--- src/rtl/teoq_pkg.sv ---
// Package for the time-ordered event queue: sizes, entry type, codes.
// No dependencies; imported by every module of the queue.
`default_nettype none

package teoq_pkg;

  localparam int QUEUE_DEPTH = 64;
  localparam int IDX_W       = $clog2(QUEUE_DEPTH);
  localparam int CNT_W       = $clog2(QUEUE_DEPTH + 1);

  localparam int OP_W     = 2;
  localparam int TIME_W   = 31;
  localparam int TAG_W    = 16;
  localparam int PROC_W   = 8;
  localparam int STATUS_W = 2;
  localparam int POS_W    = 6;
  localparam int COUNT_W  = 7;

  localparam logic [OP_W-1:0] OP_INSERT = 2'd0;
  localparam logic [OP_W-1:0] OP_POP    = 2'd1;
  localparam logic [OP_W-1:0] OP_FIND   = 2'd2;

  localparam logic [STATUS_W-1:0] ST_OK        = 2'd0;
  localparam logic [STATUS_W-1:0] ST_EMPTY     = 2'd1;
  localparam logic [STATUS_W-1:0] ST_FULL      = 2'd2;
  localparam logic [STATUS_W-1:0] ST_NOT_FOUND = 2'd3;

  typedef struct packed {
    logic [TIME_W-1:0] ev_time;
    logic [TAG_W-1:0]  ev_tag;
    logic [PROC_W-1:0] ev_proc;
  } entry_t;

  localparam int ENTRY_W = $bits(entry_t);

  // What a cell loads at the next edge.
  typedef enum logic [1:0] {
    MV_HOLD,
    MV_LEFT,
    MV_RIGHT,
    MV_NEW
  } move_e;

  // Outcome of the first-hit search over the row.
  typedef struct packed {
    logic             hit;
    logic [IDX_W-1:0] index;
  } pick_t;

endpackage

`default_nettype wire

--- src/rtl/teoq_cell.sv ---
// One slot of the sorted row: entry register, neighbour selection, compare flags.
// Depends on teoq_pkg.
`default_nettype none

module teoq_cell import teoq_pkg::*; (
  input  logic              clk_i,
  input  move_e             move_i,
  input  entry_t            left_i,
  input  entry_t            right_i,
  input  entry_t            new_i,
  input  logic              occ_i,
  input  logic [TIME_W-1:0] key_time_i,
  input  logic [PROC_W-1:0] key_proc_i,
  output entry_t            entry_o,
  output logic              gt_o,
  output logic              match_o
);

  entry_t entry_q, entry_d;
  logic   gt_q, match_q;

  always_comb begin
    unique case (move_i)
      MV_HOLD:  entry_d = entry_q;
      MV_LEFT:  entry_d = left_i;
      MV_RIGHT: entry_d = right_i;
      MV_NEW:   entry_d = new_i;
      default:  entry_d = entry_q;
    endcase
  end

  // Flags are taken fresh each cycle against the latched command.
  always_ff @(posedge clk_i) begin
    entry_q <= entry_d;
    gt_q    <= occ_i && (entry_q.ev_time > key_time_i);
    match_q <= occ_i && (entry_q.ev_proc == key_proc_i);
  end

  assign entry_o = entry_q;
  assign gt_o    = gt_q;
  assign match_o = match_q;

endmodule

`default_nettype wire

--- config.mk ---
export PLATFORM = sky130hd
export DESIGN_NAME = teoq_cell
export DESIGN_NICKNAME = d
export VERILOG_FILES = /design/src/rtl/teoq_pkg.sv /design/src/rtl/teoq_cell.sv
export SDC_FILE = /design/constraint.sdc
export NUM_CORES = 1
export LEC_CHECK = 0
export ABC_AREA = 1
export BUFFER_PORTS_ARGS = -buffer_cell sky130_fd_sc_hd__buf_2
export CAP_MARGIN = 20
export CORE_MARGIN = 3
export CORE_UTILIZATION = 25
export CTS_BUF_LIST = sky130_fd_sc_hd__clkbuf_4
export DETAILED_ROUTE_END_ITERATION = 8
export GPL_ROUTABILITY_DRIVEN = 0
export PLACE_DENSITY = 0.55
export SETUP_SLACK_MARGIN = 0.02
export SYNTH_ARGS = -nofsm -noshare
export SYNTH_HDL_FRONTEND = slang
export SYNTH_SLANG_ARGS = --single-unit
export TNS_END_PERCENT = 30
--- constraint.sdc ---
create_clock -name clk_i -period 1.5 [get_ports clk_i]
set_input_delay 0.075 -clock clk_i [delete_from_list [all_inputs] [get_ports clk_i]]
set_output_delay 0.075 -clock clk_i [all_outputs]
set_load 0.05 [all_outputs]
==> reports/metrics.yaml, run 1 <==
ir_worst_vdd_mv: 0.288
initial_core_util: 0.259
nFillCells: 1471
grt-ovfl-total: 0
cp-end-kind: "flop"
cp.buffers_inverters: 1
vias_per_cell: 4.50
h-tree-depth: 3
synthTopCellsByArea: "edfxtp_1 43%, nand2_1 15%, nand3_1 15%"
cts_root_buffer: "clkbuf_4"
clock_latency_ns: 0.43
nNetsFinal: 1095
multi_input_area_um2: 2000
hp-class: "input pin to flop"
synth_area_um2: 3810
critical_path.top_delay_family: "simple AND/OR/NAND/NOR gates"
ys_seq_area_frac: 0.443
num_rows: 44
drive_gt1_frac: 0.370
rsz0062_at_grt: "yes"
fin_crit_sh: 0.978
clockBufferDepth: 2
final_hold_viol_count: 0
die_h_um: 130
worst_path_max_delay_cell: "edfxtp_1"
hpwl_um: 10300
path_cells: "ha_4 > nand2_1 > inv_1 > nand3_2 > nor2_1 > nand3_1 > nand2_1 > a21oi_2"
arrival_ns: 1.78
dieArea_um2: 16800
dr.pass1.iters: 4
path_clk_slew_ns: 0.11
layout_common_cells: "264 x buf_2, 150 x nand2_1, 117 x dlygate4sd3_1"
numPortBuffers: 264
insertedDiodeCount: 0
synthToLayoutAreaGrowth_pct: 78.4
fp.coreArea_um2: 14800
grtUsageTotal: 0.166
slew_headroom: 0.702
ant_nets: 0
p_per_area_nw_per_um2: 774
antenna_found_initial: 1
grt_pass1_wl_um: 21700
grt_max_degree: 55
finalSetupViolCount: 0
crit_type: "flop to flop"
syn_avg_cell_area_um2: 8.01
clock_skew_ns: 0.0177
dp_cells: 910
finalMaxSlewViolations: 0
synth.ff_latch_count: 57
syn-num-nets: 715
die_x_um: 130
critPathMaxFanout: 2
num_io_pins: 265
finalWirelength_um: 14600
numCtsBuffers: 9
yosys.area.top_type: "edfxtp_1"
max-cap-violations: 0
yosys.area.top_type_share: 0.433
fin_cells: 1044
drt_drc_violations_left: 0
slowest_delay_ns: 0.47
p_leak_nw: 3.45
clkSinkCount: 57
fmax_mhz: 682
ff_latch_area_um2: 1690
grt_pass1_vias: 4576
ys_warn_count: 0
final_common_cell: "buf_2"
tightest_slew_ns: 0.446
status: "completed"
finalPower_mw: 5.27
crit_top_cell: "nand2_1"
wl_per_cell_um: 14.0
worstPathRequired_ns: 1.81
crit_path_start_kind: "flop"
vias: 4702
synth_cells: 476
fin_crit_ns: 1.47
yosysUniqueCellTypes: 23
first_iter_violations: 139
cts_tree: "done"
[path summary, 6_finish.rpt]
path / start / endpoint / slack (ns) / cells after the start
worst max-delay path: entry_o[42] / gt_o / 0.03 / 8
worst min-delay path: key_proc_i[3] / match_o / 0.11 / 6
worst max register to register: entry_o[42] / gt_o / 0.03 / 8
worst min register to register: entry_o[1] / match_o / 0.59 / 3
[registers in the layout (all words and copies together) (netlist names)]
signal / flops
match_o: 1
entry_o: 55
gt_o: 1
[cell usage after synthesis (all sizes together)]
cell    number
nand2      157
nand3      114
buf         21
dfxtp        2
or2          1
clkbuf       2
nand4        3
a21oi       12
nor3         1
o22ai        2
a22o         1
edfxtp      55
xnor2        4
nand3b       2
inv         52
a21boi       1
a21o         2
nor2        13
ha          31
[kinds of logic (layout without fill, tap and decap cells)]
| family | Yosys count | in the layout | synth area share |
|---|---|---|---|
| and+or+nand+nor | 291 | 291 | 0.332 |
| buffers and inverters | 75 | 459 | 0.0866 |
| DFF | 57 | 57 | 0.443 |
| adders and majority gates | 31 | 31 | 0.102 |
| AOI/OAI and AO/OA | 18 | 18 | 0.0272 |
| xor gates and xnor gates | 4 | 4 | 0.00918 |
[through the flow]
stage	util	hold WS [ns]	setup slack (ns)	instance area, um2	setup TNS, ns
finish	0.461	0.114	0.0333	6810	0
detailed placement	0.361	0.355	0.0266	5330	0
CTS	0.447	0.0608	0.0208	6590	0
global placement	0.361	0.355	0.0641	5330	0
global route	0.461	0.109	-0.0579	6810	-0.0579
floorplan	-	0.198	-0.0874	3820	-0.0874
[power breakdown]
group / internal, mW / switching, mW / total, mW
logic: 0.925 / 1.36 / 2.29
clock network: 0.306 / 0.604 / 0.910
registers: 1.97 / 0.103 / 2.07
[metal layers]
| metal | GRT usage | share of wire | up-vias |
|---|---|---|---|
| li1 | - | - | 2353 |
| met1 | 0.179 | 0.38 | 2132 |
| met2 | 0.310 | 0.52 | 188 |
| met3 | 0.0404 | 0.070 | 27 |
| met4 | 0.0678 | 0.020 | 2 |
| met5 | 0 | 0.00055 | - |
[what timing repair did]
| item | CTS | global route |
|---|---|---|
| setup buffers | 0 | 2 |
| resized for setup | 1 | 29 |
| hold endpoints to repair | 57 | 0 |
| setup endpoints to repair | 1 | 1 |
| hold buffers | 117 | 0 |
| pin swaps | 0 | 18 |
[worst reg2reg max path: stages (launching register included)]
cell and delay, ns:
edfxtp_1 0.47, ha_4 0.30, nand2_1 0.05, inv_1 0.08, nand3_2 0.11, nor2_1 0.14
nand3_1 0.09, nand2_1 0.09, a21oi_2 0.03
[cell type report]
| class | count | area share |
|---|---|---|
| Inverter | 52 | 0.0287 |
| Clock inverter | 6 | 0.00386 |
| Clock buffer | 9 | 0.00993 |
| Sequential cell | 57 | 0.249 |
| Timing Repair Buffer | 392 | 0.382 |
| Tap cell | 184 | 0.0338 |
| Multi-Input combinational cell | 344 | 0.293 |
Note: power is estimated with default switching activity, not from simulation.
==> run 2: changes to the inputs <==
- ABC_AREA: 1 -> unset
- CORE_AREA: unset -> 3 3 101 103
- CORE_MARGIN: 3 -> unset
- CORE_UTILIZATION: 25 -> unset
- DIE_AREA: unset -> 0 0 104 106
- PLACE_DENSITY: 0.55 -> 0.79
==> run 2 against run 1 <==
The flow now finishes with violations (setup timing). Largest cell class is now multi-input combinational cells. Worst hold slack got worse by 0.088 ns. Synthesized cell count fell by 24%. Non-clock buffer count fell by 71. Combinational power decreased by 12%. Final area is 14% lower. Clock-buffer cell count grew 2.
==> reports/metrics.yaml, run 2 <==
vias: 3932  # was 4702
max-cap-violations: 0  # unchanged
cp-end-kind: "flop"  # unchanged
num_rows: 35  # was 44
synth_flop_cell: "edfxtp_1"  # unchanged
timing.final.ws_setup_ns: -0.249  # was 0.0333 ns
synth_compound_area_frac: 0.115  # was 0.0272
h-tree-depth: 3  # unchanged
synth_top_family_by_area: "multiplexers"  # was simple AND/OR/NAND/NOR gates
clkSinkCount: 57  # unchanged
fp.coreArea_um2: 9280  # was 14800 um2
grt_max_degree: 111  # was 55
synth_cells: 363  # was 476
slew_headroom: 0.716  # was 0.702
finalSetupViolCount: 1  # was 0
synthXorXnorAreaFrac: 0.0190  # was 0.00918
synth_area_um2: 3680  # was 3810 um2
power_frac_comb: 0.390  # was 0.434
p_switching_mw: 1.90  # was 2.07 mW
p_clk_frac: 0.209  # was 0.173
nFillCells: 778  # was 1471
rsz0062_at_grt: "yes"  # unchanged
seqPwrFrac: 0.400  # was 0.393
final_hold_viol_count: 0  # unchanged
slowest_delay_ns: 0.45  # was 0.47 ns
finalPower_mw: 5.15  # was 5.27 mW
layout_common_cells: "262 x buf_2, 66 x a21oi_1, 59 x nor2_1"  # was 264 x buf_2, 150 x nand2_1, 117 x dlygate4sd3_1
synthTopCellsByArea: "edfxtp_1 45%, mux2i_1 15%, ha_1 11%"  # was edfxtp_1 43%, nand2_1 15%, nand3_1 15%
crit_start: "entry_o[54]"  # was entry_o[42]
initial_core_util: 0.397  # was 0.259
synthToLayoutAreaGrowth_pct: 59.5  # was 78.4%
arrival_ns: 2.02  # was 1.78 ns
path_cells: "ha_4 > nand4_1 > nor2_1 > a221oi_2 > o41ai_2 > o31a_1"  # was ha_4 > nand2_1 > inv_1 > nand3_2 > nor2_1 > nand3_1 > nand2_1 > a21oi_2
critPathMaxFanout: 4  # was 2
fin_crit_sh: 1.17  # was 0.978
clock_latency_ns: 0.38  # was 0.43 ns
grtUsageTotal: 0.217  # was 0.166
yosysUniqueCellTypes: 29  # was 23
largest_reg_flops: 55  # unchanged
worst_path_max_delay_cell: "edfxtp_1"  # unchanged
synthMuxAreaShare: 0.150  # was 0
numCtsBuffers: 9  # unchanged
crit_path_start_kind: "flop"  # unchanged
wl_per_cell_um: 15.5  # was 14.0 um
async_flop_share: 0  # unchanged
syn_avg_cell_area_um2: 10.1  # was 8.01 um2
status: "complete, but fails checks"  # was completed
ys_warn_count: 0  # unchanged
grt_pass1_vias: 4126  # was 4576
first_iter_violations: 167  # was 139
cts_tree: "done"  # unchanged
hp-start: "left_i[11]"  # was key_proc_i[3]
final_common_cell: "buf_2"  # unchanged
synthSimpleGateAreaFrac: 0.0958  # was 0.332
yosys.area.top_type: "edfxtp_1"  # unchanged
placed_area_um2: 5310  # was 5330 um2
synth-edff-count: 55  # unchanged
die_h_um: 106  # was 130 um
syn-num-nets: 602  # was 715
cp.buffers_inverters: 0  # was 1
clock_skew_ns: 0.0117  # was 0.0177 ns
drt_drc_violations_left: 0  # unchanged
finalInstanceArea_um2: 5870  # was 6810 um2
drive_gt1_frac: 0.460  # was 0.370
yosys.area.top_type_share: 0.449  # was 0.433
num_io_pins: 265  # unchanged
cts_root_buffer: "clkbuf_4"  # unchanged
die_x_um: 104  # was 130 um
ir_worst_vdd_mv: 0.528  # was 0.288 mV
dieArea_um2: 11000  # was 16800 um2
grt-ovfl-total: 0  # unchanged
fmax_mhz: 572  # was 682 MHz
ant_nets: 0  # unchanged
holdWs_ns: 0.0263  # was 0.114 ns
insertedDiodeCount: 0  # unchanged
grt_pass1_wl_um: 19200  # was 21700 um
critical_path.top_delay_family: "compound AO/OA/AOI/OAI gates"  # was simple AND/OR/NAND/NOR gates
r2r_slack_ns: -0.25  # was 0.03 ns
synth.ff_latch_count: 57  # unchanged
antenna_found_initial: 0  # was 1
clockBufferDepth: 2  # unchanged
dr.pass1.iters: 4  # unchanged
fin_crit_ns: 1.75  # was 1.47 ns
worstPathRequired_ns: 1.77  # was 1.81 ns
crit_type: "flop to flop"  # unchanged
finalWirelength_um: 12500  # was 14600 um
yosys-top-cells-count: "66 x a21oi_1, 59 x nor2_1, 55 x edfxtp_1, 55 x mux2i_1, 32 x inv_1"  # was 157 x nand2_1, 114 x nand3_1, 55 x edfxtp_1, 51 x inv_1, 31 x ha_1
finalMaxSlewViolations: 0  # unchanged
nNetsFinal: 916  # was 1095
tightest_slew_ns: 0.425  # was 0.446 ns
path_clk_slew_ns: 0.09  # was 0.11 ns
hpwl_um: 9480  # was 10300 um
synth_most_common_cell: "a21oi_1"  # was nand2_1
vias_per_cell: 4.85  # was 4.50
rr_startpoint: "entry_o[54]"  # was entry_o[42]
cellInternalPower_mw: 3.25  # was 3.20 mW
p_leak_nw: 2.99  # was 3.45 nW
ys_seq_area_frac: 0.459  # was 0.443
synthAdderAreaFrac: 0.105  # was 0.102
p_per_area_nw_per_um2: 877  # was 774 nW/um2
hp-class: "input pin to flop"  # unchanged
p_sw_frac: 0.368  # was 0.393
numPortBuffers: 264  # unchanged
failed_checks: "setup timing"
## run 2: path summary, 6_finish.rpt
| check | to | depth (start not counted) |
|---|---|---|
| max | gt_o | 6 |
| min | entry_o[11] | 3 |
| max reg2reg | gt_o | 6 |
| min reg2reg | match_o | 3 |
## run 2: kinds of logic (layout without fill, tap and decap cells)
group                    count (synthesis)  count (layout)
AO/OA/AOI/OAI                           79              79
XOR/XNOR                                 8               8
adder cells (fa/ha/maj)                 31              31
buffers and inverters                   50             369
flip-flops                              57              57
multiplexers                            55              55
AND/OR/NAND/NOR                         83              83
## run 2: routing by layer
layer	vias up	track usage	part of all wire
met5	-	0	0
met4	0	0.0978	0.028
met3	31	0.0662	0.079
met2	190	0.426	0.55
met1	1769	0.206	0.34
li1	1942	-	-
## run 2: layout make-up
class	instances	area, um2	share of cell area
multi-input combinational	256	1890	0.321
timing repair buffer	321	1880	0.321
sequential	57	1690	0.288
tap	129	161	0.0275
inverter	32	120	0.0205
clock buffer	11	82.6	0.0141
clock inverter	5	46.3	0.00788
## run 2: worst reg2reg max path, stage by stage, from the launching register on
cell and delay [ns]:
edfxtp_1 0.45, ha_4 0.28, nand4_1 0.17, nor2_1 0.09, a221oi_2 0.25, o41ai_2 0.13, o31a_1 0.28
## run 2: through the flow
stage | TNS, ns | utilization | std cells | setup slack (ns)
finish | -0.249 | 0.633 | 811 | -0.249
global route | -0.331 | 0.633 | 811 | -0.331
CTS | -0.254 | 0.630 | 809 | -0.254
detailed placement | -0.369 | 0.572 | 758 | -0.369
global placement | -0.253 | 0.572 | 758 | -0.253
floorplan | -0.387 | - | 363 | -0.387
## run 2: power groups by stage
stage          Sequential, mW  Combinational [mW]  Clock (mW)
5_1_grt                  2.08                2.15        1.20
2_1_floorplan            2.73               0.540           0
6_report                 2.06                2.01        1.08
4_1_cts                  2.06                1.99        1.13
3_3_place_gp             2.08                1.82           0
3_5_place_dp             2.09                1.87           0
## run 2: timing repair
item | CTS | global route
resized for setup | 9 | 2
pin swaps | 6 | 2
hold buffers | 32 | 0
hold endpoints to repair | 29 | 0
setup buffers | 3 | 2
setup endpoints to repair | 1 | 1
