===== src/rtl/teoq_pkg.sv =====
// Package for the time-ordered event queue: sizes, entry type, codes.
// No dependencies; imported by every module of the queue.
`default_nettype none

package teoq_pkg;

  localparam int QUEUE_DEPTH = 64;
  localparam int IDX_W       = $clog2(QUEUE_DEPTH);
  localparam int CNT_W       = $clog2(QUEUE_DEPTH + 1);

  localparam int OP_W     = 2;
  localparam int TIME_W   = 31;
  localparam int TAG_W    = 16;
  localparam int PROC_W   = 8;
  localparam int STATUS_W = 2;
  localparam int POS_W    = 6;
  localparam int COUNT_W  = 7;

  localparam logic [OP_W-1:0] OP_INSERT = 2'd0;
  localparam logic [OP_W-1:0] OP_POP    = 2'd1;
  localparam logic [OP_W-1:0] OP_FIND   = 2'd2;

  localparam logic [STATUS_W-1:0] ST_OK        = 2'd0;
  localparam logic [STATUS_W-1:0] ST_EMPTY     = 2'd1;
  localparam logic [STATUS_W-1:0] ST_FULL      = 2'd2;
  localparam logic [STATUS_W-1:0] ST_NOT_FOUND = 2'd3;

  typedef struct packed {
    logic [TIME_W-1:0] ev_time;
    logic [TAG_W-1:0]  ev_tag;
    logic [PROC_W-1:0] ev_proc;
  } entry_t;

  localparam int ENTRY_W = $bits(entry_t);

  // What a cell loads at the next edge.
  typedef enum logic [1:0] {
    MV_HOLD,
    MV_LEFT,
    MV_RIGHT,
    MV_NEW
  } move_e;

  // Outcome of the first-hit search over the row.
  typedef struct packed {
    logic             hit;
    logic [IDX_W-1:0] index;
  } pick_t;

endpackage

`default_nettype wire


===== src/rtl/teoq_pick.sv =====
// First-hit finder over the row of cell flags: one-hot of lowest set bit and its index.
// Depends on teoq_pkg.
`default_nettype none

module teoq_pick import teoq_pkg::*; (
  input  logic [QUEUE_DEPTH-1:0] req_i,
  output logic [QUEUE_DEPTH-1:0] first_o,
  output pick_t                  pick_o
);

  logic [IDX_W-1:0] index;

  // Isolate the lowest set bit with one wide add.
  assign first_o = req_i & (~req_i + QUEUE_DEPTH'(1));

  always_comb begin
    index = '0;
    for (int i = 0; i < QUEUE_DEPTH; i++) begin
      index = index | (IDX_W'(i) & {IDX_W{first_o[i]}});
    end
  end

  assign pick_o.hit   = |req_i;
  assign pick_o.index = index;

endmodule

`default_nettype wire


===== config.mk =====
export PLATFORM = sky130hd
export DESIGN_NAME = teoq_pick
export DESIGN_NICKNAME = d
export VERILOG_FILES = /design/src/rtl/teoq_pkg.sv /design/src/rtl/teoq_pick.sv
export SDC_FILE = /design/constraint.sdc
export NUM_CORES = 1
export LEC_CHECK = 0
export BUFFER_PORTS_ARGS = -buffer_cell sky130_fd_sc_hd__buf_2
export CELL_PAD_IN_SITES_DETAIL_PLACEMENT = 1
export CELL_PAD_IN_SITES_GLOBAL_PLACEMENT = 1
export CORE_MARGIN = 2
export CORE_UTILIZATION = 28
export DETAILED_ROUTE_END_ITERATION = 7
export PLACE_DENSITY = 0.88
export SYNTH_ARGS = -nofsm -noshare
export SYNTH_HDL_FRONTEND = slang
export SYNTH_SLANG_ARGS = --single-unit

===== constraint.sdc =====
create_clock -name vclk -period 2.6
set_input_delay 0.13 -clock vclk [all_inputs]
set_output_delay 0.13 -clock vclk [all_outputs]
set_load 0.03 [all_outputs]

==> run summary, run 1 <==
### Route
• 19.9 um — wire length per cell
• 3,152 — via count
• 5 — drt pass-1 iters
• 6.06 — vias per inst
• 0 — count of antenna-violating nets left after detailed routing
• 176 — detailed router's first-iteration violation count
• 10.3 mm — detailed-route wire length
• 0 — final routed DRC violation total

### Setup path
• req_i[3] — launch point of the critical path
• 4 — Buf+Inv Stages, Crit Path
• sky130_fd_sc_hd__buf_4 — most frequent cell on the critical path
• sky130_fd_sc_hd__or4_4 — CP max stage cell
• 0.58 ns — stage delay of the slowest cell on the critical path
• 10 — logic depth of the worst setup path including buffers
• primary input to output pin — start-to-end type of the worst setup path
• buf_2 -> or4_4 -> nor4_4 -> buf_4 -> and3_2 -> buf_4 -> a32o_1 -> nor2_1 -> nand4_1 -> clkbuf_4 — CP cell instances
• pick_o[3] — crit path capture
• output pin — category of the worst setup path capture point
• primary input — CP Launch Type
• 2.47 ns — critical path data required time
• 5 — CP Max Fanout
• 2.40 ns — arrival time of the worst setup path
• simple AND/OR/NAND/NOR gates — kind of cell with the highest combined delay on the critical path

### Placement
• 0.0104 ns — Post-Place Setup Slack
• 0.964 — last weighted congestion value of the routability-driven placer
• 8.87 mm — half-perimeter wire length after placement
• 135 — count of buffers from port buffering

### Synthesis
• sky130_fd_sc_hd__nor4_1 (8.1%), sky130_fd_sc_hd__nor2_1 (7.9%), sky130_fd_sc_hd__nor3_1 (6.2%), sky130_fd_sc_hd__nor4_4 (4.6%), sky130_fd_sc_hd__and3_1 (4.4%) — top cells by area in the synthesized netlist
• sky130_fd_sc_hd__nor2_1 (39), sky130_fd_sc_hd__nor4_1 (24), sky130_fd_sc_hd__nor3_1 (23) — leading cell types by count after synthesis
• 0.00186 mm2 — area of the mapped netlist
• sky130_fd_sc_hd__nor2_1 — count leader, synth
• 8.08% — post-synth top area share
• 59 — synth unique cells
• sky130_fd_sc_hd__nor4_1 — cell type with the largest total area after synthesis
• 286 — Synth Instances
• 6.50 um2 — per-instance average area after synthesis
• 0% — post-synthesis sequential area ratio
• 0 — Yosys warning total
• 350 — net count after synthesis

### STA
• 0.500 ns — transition time of the tightest slew-check pin
• 97.2% — Final Cycle Share
• 2.53 ns — shortest period the worst path allows
• 395 MHz — fmax
• 0.0715 ns — final worst slack
• 0 — final count of negative-setup-slack endpoints
• 0 — Hold Fails Final Rpt
• yes — setup repair after global routing missed its margin
• 0 — Final Max Tran Viols
• 66.2% — max_slew headroom

### Power
• 1.43 nW — standby leakage power
• 0.0336 mV — maximum resistive drop on vdd
• 0.209 mW — Pwr Total
• 71.9 mW/mm2 — power density cells

### GRT
• 14 — maximum number of pins on one net before global-route repair
• 15.8 mm — first-pass GRT wire length
• 0 — total congestion overflow
• 0 — number of antenna violations at the first check in global routing
• 3,131 — vias in the first global route
• 26.5% — overall routing resource usage

### Finish
• 0 — clock buffer count
• 509 — Total Nets Final
• 45.5% — Core Util, Final
• 49.0% — layout cell share with drive strength beyond 1
• 0 — total inserted antenna cells
• 0 — total number of sequential cells
• 0 um2 — sequential standard cell area
• 56.4% — layout-stage area growth over the synthesis result

### Hold path
• primary input to output pin — class of the tightest hold or removal check

### Clock tree
• 0 — hold buffer count at CTS

### Floorplan
• 29.1% — initial core utilization
• 0.00639 mm2 — area of the core
• 135 — Top Ports
• 85.5 um — horizontal die dimension
• 85.5 um — height of the chip
• 29 — cell row count
• 0.00730 mm2 — overall die area

### Status
• completed — run status

### Flow run
• 0 — max-cap violations

## cell families after synthesis
kind of cell	count (synthesis)	share of synthesized area, %
AOI/OAI and AO/OA	42	18.4
buffers and inverters	29	8.48
and+or+nand+nor	215	73.1
## power breakdown
group | internal, mW | leakage, nW | switching, mW | total, mW
Clock | 0 | 0 | 0 | 0
Combinational | 0.0804 | 1.43 | 0.129 | 0.209
Sequential | 0 | 0 | 0 | 0
## layout make-up
type	instances	area [um2]
Fill cell	889	3480
Multi-Input combinational cell	257	1810
Timing Repair Buffer	168	935
Tap cell	77	96.3
Inverter	18	67.6
## placed cells by master (no fill, tap or decap), types with 3 or more instances in the layout
master / instances
sky130_fd_sc_hd__or2_2: 5
sky130_fd_sc_hd__a21o_1: 3
sky130_fd_sc_hd__or3_1: 3
sky130_fd_sc_hd__and3_2: 4
sky130_fd_sc_hd__nand2b_1: 4
sky130_fd_sc_hd__or3_2: 3
sky130_fd_sc_hd__a21oi_1: 4
sky130_fd_sc_hd__nor3b_1: 7
sky130_fd_sc_hd__nand4b_1: 3
sky130_fd_sc_hd__o31ai_1: 3
sky130_fd_sc_hd__and2_2: 3
sky130_fd_sc_hd__nand4_1: 13
sky130_fd_sc_hd__a211oi_1: 5
sky130_fd_sc_hd__o32ai_2: 3
sky130_fd_sc_hd__and4_1: 4
sky130_fd_sc_hd__and2_1: 8
sky130_fd_sc_hd__or4_1: 5
sky130_fd_sc_hd__nand3_1: 8
sky130_fd_sc_hd__nand2_1: 17
sky130_fd_sc_hd__nor4_1: 22
sky130_fd_sc_hd__nand3_2: 3
sky130_fd_sc_hd__nor2b_1: 6
sky130_fd_sc_hd__and3_1: 12
sky130_fd_sc_hd__nor2_1: 39
sky130_fd_sc_hd__buf_2: 132
sky130_fd_sc_hd__nor3_2: 7
sky130_fd_sc_hd__o21bai_1: 3
sky130_fd_sc_hd__inv_1: 18
sky130_fd_sc_hd__nor4_4: 6
sky130_fd_sc_hd__buf_4: 34
sky130_fd_sc_hd__nor3_1: 17
sky130_fd_sc_hd__nor4b_1: 3
## worst min-delay path by stage
stage | start | to | slack [ns] | cells past startpoint
2_1_floorplan | req_i[49] | first_o[50] | 0.33 | 1
3_3_place_gp | req_i[0] | first_o[0] | 0.54 | 2
3_5_place_dp | req_i[0] | first_o[0] | 0.56 | 2
4_1_cts | req_i[0] | first_o[0] | 0.56 | 2
5_1_grt | req_i[0] | first_o[0] | 0.56 | 2
6_report | req_i[0] | first_o[0] | 0.56 | 2
## per-layer routing
| layer | GRT usage [%] | wire (um) | part of all wire [%] |
|---|---|---|---|
| met1 | 34.9 | 4370 | 42 |
| met2 | 45.4 | 4910 | 47 |
| met3 | 3.40 | 774 | 7.5 |
| met4 | 6.93 | 299 | 2.9 |
| met5 | 0 | 0 | 0 |
## repair_timing
| item | CTS | global route |
|---|---|---|
| pin swaps | 1 | 3 |
| setup endpoints to repair | 1 | 9 |
| setup buffers | 0 | 3 |
| gates resized for setup | 0 | 15 |
## per-stage QoR
stage,area (um2),hold WS (ns),cells,setup TNS (ns)
floorplan,1910,0.331,286,0
global placement,2820,0.545,517,0
detailed placement,2820,0.556,517,0
CTS,2820,0.557,517,0
global route,2910,0.560,520,-0.0926
finish,2910,0.557,520,0
(Power assumes the default switching activity.)
==> inputs of run 2 (changes only) <==
- CORE_MARGIN: 2 -> 5
- RECOVER_POWER: unset -> 50
- SKIP_LAST_GASP: unset -> 1
==> run summary, run 2 (synthesis gave the netlist of run 1 again) <==
### Status
• completed — run status

### Hold path
• req_i[0] — startpoint of the most critical hold path
• primary input to output pin — class of the tightest hold or removal check

### Setup path
• primary input — CP Launch Type
• simple AND/OR/NAND/NOR gates — kind of cell with the highest combined delay on the critical path
• 10 — logic depth of the worst setup path including buffers, unchanged
• 2.47 ns — critical path data required time, about the same
• 4 — Buf+Inv Stages, Crit Path, unchanged
• output pin — category of the worst setup path capture point
• primary input to output pin — start-to-end type of the worst setup path
• sky130_fd_sc_hd__or4_4 — CP max stage cell
• 0.58 ns — stage delay of the slowest cell on the critical path, about the same
• pick_o[1] — crit path capture
• req_i[3] — launch point of the critical path
• 11 — CP Max Fanout, +6
• 2.39 ns — arrival time of the worst setup path, about the same
• buf_2 -> or4_4 -> nor4_4 -> buf_4 -> nand3_2 -> buf_4 -> o31ai_1 -> nor4_1 -> nand4_1 -> buf_2 — CP cell instances

### STA
• 0 — Final Max Tran Viols, unchanged
• 0.489 ns — transition time of the tightest slew-check pin, -0.0107 ns
• 66.9% — max_slew headroom, +0.72 points
• 0 — Hold Fails Final Rpt, unchanged
• 0 — final count of negative-setup-slack endpoints, unchanged
• 97.1% — Final Cycle Share, -0.15 points
• 2.52 ns — shortest period the worst path allows, -0.00394 ns
• 396 MHz — fmax, +0.16%
• 0.0755 ns — final worst slack, +0.00394 ns
• yes — setup repair after global routing missed its margin
• 0 ns — setup tns final, unchanged

### GRT
• 3,062 — vias in the first global route, -2.2%
• 0 — total congestion overflow, unchanged
• 0 — number of antenna violations at the first check in global routing, unchanged
• 16.2 mm — first-pass GRT wire length, +2.3%
• 16 — maximum number of pins on one net before global-route repair, +2
• 23.4% — overall routing resource usage, -3.1 points

### Finish
• 904 — Filler Cell Count, +1.7%
• 0.00178 mm2 — area taken by multi-input logic gates, -1.7%
• 0 — total number of sequential cells, unchanged
• 517 — final instance count without filler cells, -0.58%
• 506 — Total Nets Final, -0.59%
• 0 — total inserted antenna cells, unchanged
• sky130_fd_sc_hd__buf_2 — most common library cell in the layout ignoring fill and taps
• 51.1% — layout-stage area growth over the synthesis result
• 0 um2 — sequential standard cell area, unchanged
• 41.1% — layout cell share with drive strength beyond 1, -7.8 points
• sky130_fd_sc_hd__buf_2 (103), sky130_fd_sc_hd__nor2_1 (39), sky130_fd_sc_hd__clkbuf_1 (31) — commonest cells after routing, fill and taps aside
• 0 — clock buffer count, unchanged

### Placement
• 9.29 mm — half-perimeter wire length after placement, +4.7%
• 135 — count of buffers from port buffering, unchanged
• 0.0677 ns — Post-Place Setup Slack, +0.0573 ns
• 0.963 — last weighted congestion value of the routability-driven placer, -0.15%
• 517 — instance count after placement with tap cells included, unchanged

### Floorplan
• 0.00639 mm2 — area of the core, unchanged
• 91.5 um — horizontal die dimension, +7.0%
• 135 — Top Ports, unchanged
• 29.1% — initial core utilization, unchanged
• 29 — cell row count, unchanged
• 91.5 um — height of the chip, +7.0%
• 0.00836 mm2 — overall die area, +15%

### Flow run
• 0 — max-cap violations, unchanged

### Route
• 20.2 um — wire length per cell, +1.6%
• 10.4 mm — detailed-route wire length, +1.0%
• 3,011 — via count, -4.5%
• 4 — drt pass-1 iters, -1
• 0 — final routed DRC violation total, unchanged
• 5.82 — vias per inst, -3.9%
• 0 — count of antenna-violating nets left after detailed routing, unchanged
• 138 — detailed router's first-iteration violation count, -22%

### Power
• 72.6 mW/mm2 — power density cells, +1.0%
• 1.28 nW — standby leakage power, -11%
• 0.204 mW — Pwr Total, -2.4%
• 0.0431 mV — maximum resistive drop on vdd, +28%

==> run 2: cell count changes in the layout (fill, tap and decap cells not counted), sizes merged <==
cell | before | now
clkbuf | 1 | 32
buf | 167 | 133
==> run 2: worst min-delay path by stage <==
| stage | endpoint | slack, ns | cells past startpoint |
|---|---|---|---|
| after floorplan | first_o[50] | 0.33 | 1 |
| after global placement | first_o[0] | 0.55 | 2 |
| after detailed placement | first_o[0] | 0.55 | 2 |
| after CTS | first_o[0] | 0.55 | 2 |
| after global routing | first_o[0] | 0.60 | 2 |
| final | first_o[0] | 0.58 | 2 |
==> run 2: repair_timing <==
item / CTS / global route
resized for setup: 0 / 7
setup buffers: 0 / 0
endpoints found under the setup margin: 0 / 4
hold buffers: 0 / 0
==> run 2: where the power goes <==
part           internal, mW  total (mW)  switching (mW)
logic                0.0790       0.204           0.125
registers                 0           0               0
clock network             0           0               0
total                0.0790       0.204           0.125
==> run 2: routing by layer <==
metal  GRT usage, %  part of all wire (%)  vias to the layer above
li1               -                     -                     1447
met1           31.9                    46                     1459
met2           40.0                    48                       96
met3           2.15                   4.9                        9
met4           4.28                   1.2                        0
met5              0                     0                        -
==> run 2: layout make-up <==
cell class / instances / area share, %
timing repair buffer: 165 / 30.9
tap: 77 / 3.43
inverter: 18 / 2.41
multi-input combinational: 257 / 63.2
==> run 2: stage by stage <==
| step | hold slack (ns) | utilization [%] | area (um2) |
|---|---|---|---|
| after floorplan | 0.331 | - | 1910 |
| after global placement | 0.546 | 44.1 | 2820 |
| after detailed placement | 0.548 | 44.1 | 2820 |
| after CTS | 0.549 | 44.1 | 2820 |
| after global routing | 0.600 | 44.0 | 2810 |
| final | 0.584 | 44.0 | 2810 |
==> inputs of run 3 (changes only) <==
==> constraint.sdc (replaced) <==
create_clock -name vclk -period 2.6
set_input_delay 0.52 -clock vclk [all_inputs]
set_output_delay 0.52 -clock vclk [all_outputs]
set_load 0.03 [all_outputs]
==> run summary, run 3 <==
### Synthesis
• sky130_fd_sc_hd__nor2_1 (39), sky130_fd_sc_hd__nor4_1 (24), sky130_fd_sc_hd__nor3_1 (23) — leading cell types by count after synthesis
• 0 — Yosys warning total, unchanged
• 350 — net count after synthesis, unchanged
• sky130_fd_sc_hd__nor4_1 (8.1%), sky130_fd_sc_hd__nor2_1 (7.9%), sky130_fd_sc_hd__nor3_1 (6.2%), sky130_fd_sc_hd__nor4_4 (4.6%), sky130_fd_sc_hd__and3_1 (4.4%) — top cells by area in the synthesized netlist
• 59 — synth unique cells, unchanged
• 8.08% — post-synth top area share, unchanged
• 286 — Synth Instances, unchanged
• 0.00186 mm2 — area of the mapped netlist, unchanged
• sky130_fd_sc_hd__nor4_1 — cell type with the largest total area after synthesis
• sky130_fd_sc_hd__nor2_1 — count leader, synth
• 6.50 um2 — per-instance average area after synthesis, unchanged
• 0% — post-synthesis sequential area ratio, unchanged

### Floorplan
• 91.5 um — height of the chip, unchanged
• 91.5 um — horizontal die dimension, unchanged
• 29 — cell row count, unchanged
• 135 — Top Ports, unchanged
• 29.1% — initial core utilization, unchanged

### Placement
• 135 — count of buffers from port buffering, unchanged
• 0.00424 mm2 — Placement Cell Area, +50%
• 1.09 — last weighted congestion value of the routability-driven placer, +13%
• 14.2 mm — half-perimeter wire length after placement, +52%
• -0.829 ns — Post-Place Setup Slack, -0.897 ns

### Clock tree
• 12 — number of setup buffers added after CTS, +12
• 173 — post-cts gate resize count, +173
• 0 — hold buffer count at CTS, unchanged

### Status
• stopped before the end — run status
• [ERROR DPL-0033] detailed placement checks failed during check placement. — Error
• clock tree synthesis — stage at which the run stopped

## run 3: cell counts after synthesis
Identical to the previous run, type by type.
## run 3: per-stage QoR
step                std cells  utilization (%)
global placement          656             66.3
detailed placement        656             66.3
floorplan                 286                -
## run 3: cells by family after synthesis
| group | after synthesis | share of synthesized area, % |
|---|---|---|
| buffers and inverters | 29 | 8.48 |
| AOI/OAI and AO/OA | 42 | 18.4 |
| and+or+nand+nor | 215 | 73.1 |
==> inputs of run 4 (changes only) <==
- CELL_PAD_IN_SITES_DETAIL_PLACEMENT: 1 -> unset
- CELL_PAD_IN_SITES_GLOBAL_PLACEMENT: 1 -> unset
- CORE_UTILIZATION: 28 -> 20
- PLACE_DENSITY: 0.88 -> unset
- PLACE_DENSITY_LB_ADDON: unset -> 0.15
==> run summary, run 4 (synthesis gave the netlist of run 1 again) <==
### Route
• 12.6 mm — detailed-route wire length
• 195 — detailed router's first-iteration violation count
• 0 — final routed DRC violation total
• 0 — count of antenna-violating nets left after detailed routing
• 3,646 — via count
• 5.04 — vias per inst
• 17.4 um — wire length per cell
• 4 — drt pass-1 iters

### Finish
• 0 — total inserted antenna cells
• 679 — Total Nets Final
• 829 — Filler Cell Count
• sky130_fd_sc_hd__buf_4 (154), sky130_fd_sc_hd__buf_6 (101), sky130_fd_sc_hd__buf_2 (66) — commonest cells after routing, fill and taps aside
• 58.9% — Core Util, Final
• 0 — total number of sequential cells
• 190% — layout-stage area growth over the synthesis result
• 0 — clock buffer count
• 72.6% — layout cell share with drive strength beyond 1
• sky130_fd_sc_hd__buf_4 — most common library cell in the layout ignoring fill and taps
• 0 um2 — sequential standard cell area
• 0.00234 mm2 — area taken by multi-input logic gates

### STA
• 1.38 ns — worst hold slack
• 62 — final count of negative-setup-slack endpoints
• 64.5% — max_slew headroom
• 0 — Hold Fails Final Rpt
• yes — setup repair after global routing missed its margin
• 3.22 ns — shortest period the worst path allows
• 0.526 ns — transition time of the tightest slew-check pin
• 0 — Final Max Tran Viols
• -0.621 ns — final worst slack
• 310 MHz — fmax
• 124% — Final Cycle Share

### Hold path
• 3 — hold path depth
• pick_o[6] — worst hold endpoint
• primary input to output pin — class of the tightest hold or removal check
• req_i[63] — startpoint of the most critical hold path

### Floorplan
• 0.00915 mm2 — area of the core
• 35 — cell row count, +21%
• 0.0113 mm2 — overall die area
• 135 — Top Ports, unchanged
• 106 um — height of the chip, +16%
• 106 um — horizontal die dimension, +16%
• 20.3% — initial core utilization, -8.8 points

### GRT
• 0 — number of antenna violations at the first check in global routing
• 3,779 — vias in the first global route
• 0 — total congestion overflow
• 12 — maximum number of pins on one net before global-route repair
• 20.9% — overall routing resource usage
• 19.3 mm — first-pass GRT wire length

### Setup path
• 2.08 ns — critical path data required time
• primary input to output pin — start-to-end type of the worst setup path
• primary input — CP Launch Type
• sky130_fd_sc_hd__or4_4 — CP max stage cell
• output pin — category of the worst setup path capture point
• 7 — CP Max Fanout
• buf_6 -> or4_4 -> nor4_4 -> buf_4 -> nand4_4 -> buf_8 -> buf_12 -> nor3_4 -> nor4_1 -> nand4_1 -> buf_6 — CP cell instances
• 0.55 ns — stage delay of the slowest cell on the critical path
• sky130_fd_sc_hd__buf_6 — most frequent cell on the critical path
• 2.70 ns — arrival time of the worst setup path

### Power
• 0.0471 mV — maximum resistive drop on vdd
• 2.58 nW — standby leakage power
• 59.7 mW/mm2 — power density cells

### Flow run
• 0 — max-cap violations

### Placement
• -0.826 ns — Post-Place Setup Slack, +0.00388 ns
• 0.971 — last weighted congestion value of the routability-driven placer, -11%
• 135 — count of buffers from port buffering, unchanged
• 10.2 mm — half-perimeter wire length after placement, -28%

### Status
• setup timing — failing checks
• complete, but fails checks — run status

[run 4: final cells by class]
type | instances | share of cell area [%]
multi-input cells | 258 | 43.5
repair buffers | 337 | 52.7
inverters | 18 | 1.25
well taps | 111 | 2.58
[run 4: routing by layer]
metal | GRT usage, % | vias up | wire, um
li1 | - | 1808 | -
met3 | 1.82 | 18 | 668
met1 | 27.7 | 1710 | 5460
met2 | 37.4 | 110 | 6240
met5 | 0 | - | 0
met4 | 3.15 | 0 | 196
[run 4: worst max-delay path by stage]
stage	from	endpoint	slack, ns
4_1_cts	req_i[3]	pick_o[1]	-0.59
2_1_floorplan	req_i[3]	pick_o[2]	-0.58
3_5_place_dp	req_i[36]	pick_o[1]	-0.83
5_1_grt	req_i[3]	pick_o[0]	-0.71
6_report	req_i[35]	pick_o[2]	-0.62
3_3_place_gp	req_i[36]	pick_o[1]	-0.88
[run 4: timing repair]
item | CTS | global route
pin swaps | 29 | 24
resized for setup | 176 | 59
hold buffers | 0 | 0
cloned | 1 | 1
setup endpoints to repair | 62 | 62
setup buffers | 26 | 18
[run 4: where the power goes]
| part | internal [mW] | switching (mW) | total [mW] | leakage [nW] |
|---|---|---|---|---|
| logic | 0.162 | 0.160 | 0.322 | 2.58 |
| clock network | 0 | 0 | 0 | 0 |
| registers | 0 | 0 | 0 | 0 |
[run 4: worst max-delay path, delay by kind of cell]
family        cells  cell delay (ns)
buf+inv           5             0.74
simple gates      6             1.42
[run 4: per-stage QoR]
step | area, um2 | total power, mW | instances | TNS, ns
6_report | 5390 | 0.322 | 724 | -21.31
2_1_floorplan | 2240 | 0.0913 | 286 | -7.42
4_1_cts | 5150 | 0.315 | 720 | -21.65
3_5_place_dp | 4350 | 0.301 | 698 | -27.18
5_1_grt | 5390 | 0.347 | 724 | -25.34
3_3_place_gp | 4350 | 0.298 | 698 | -27.39
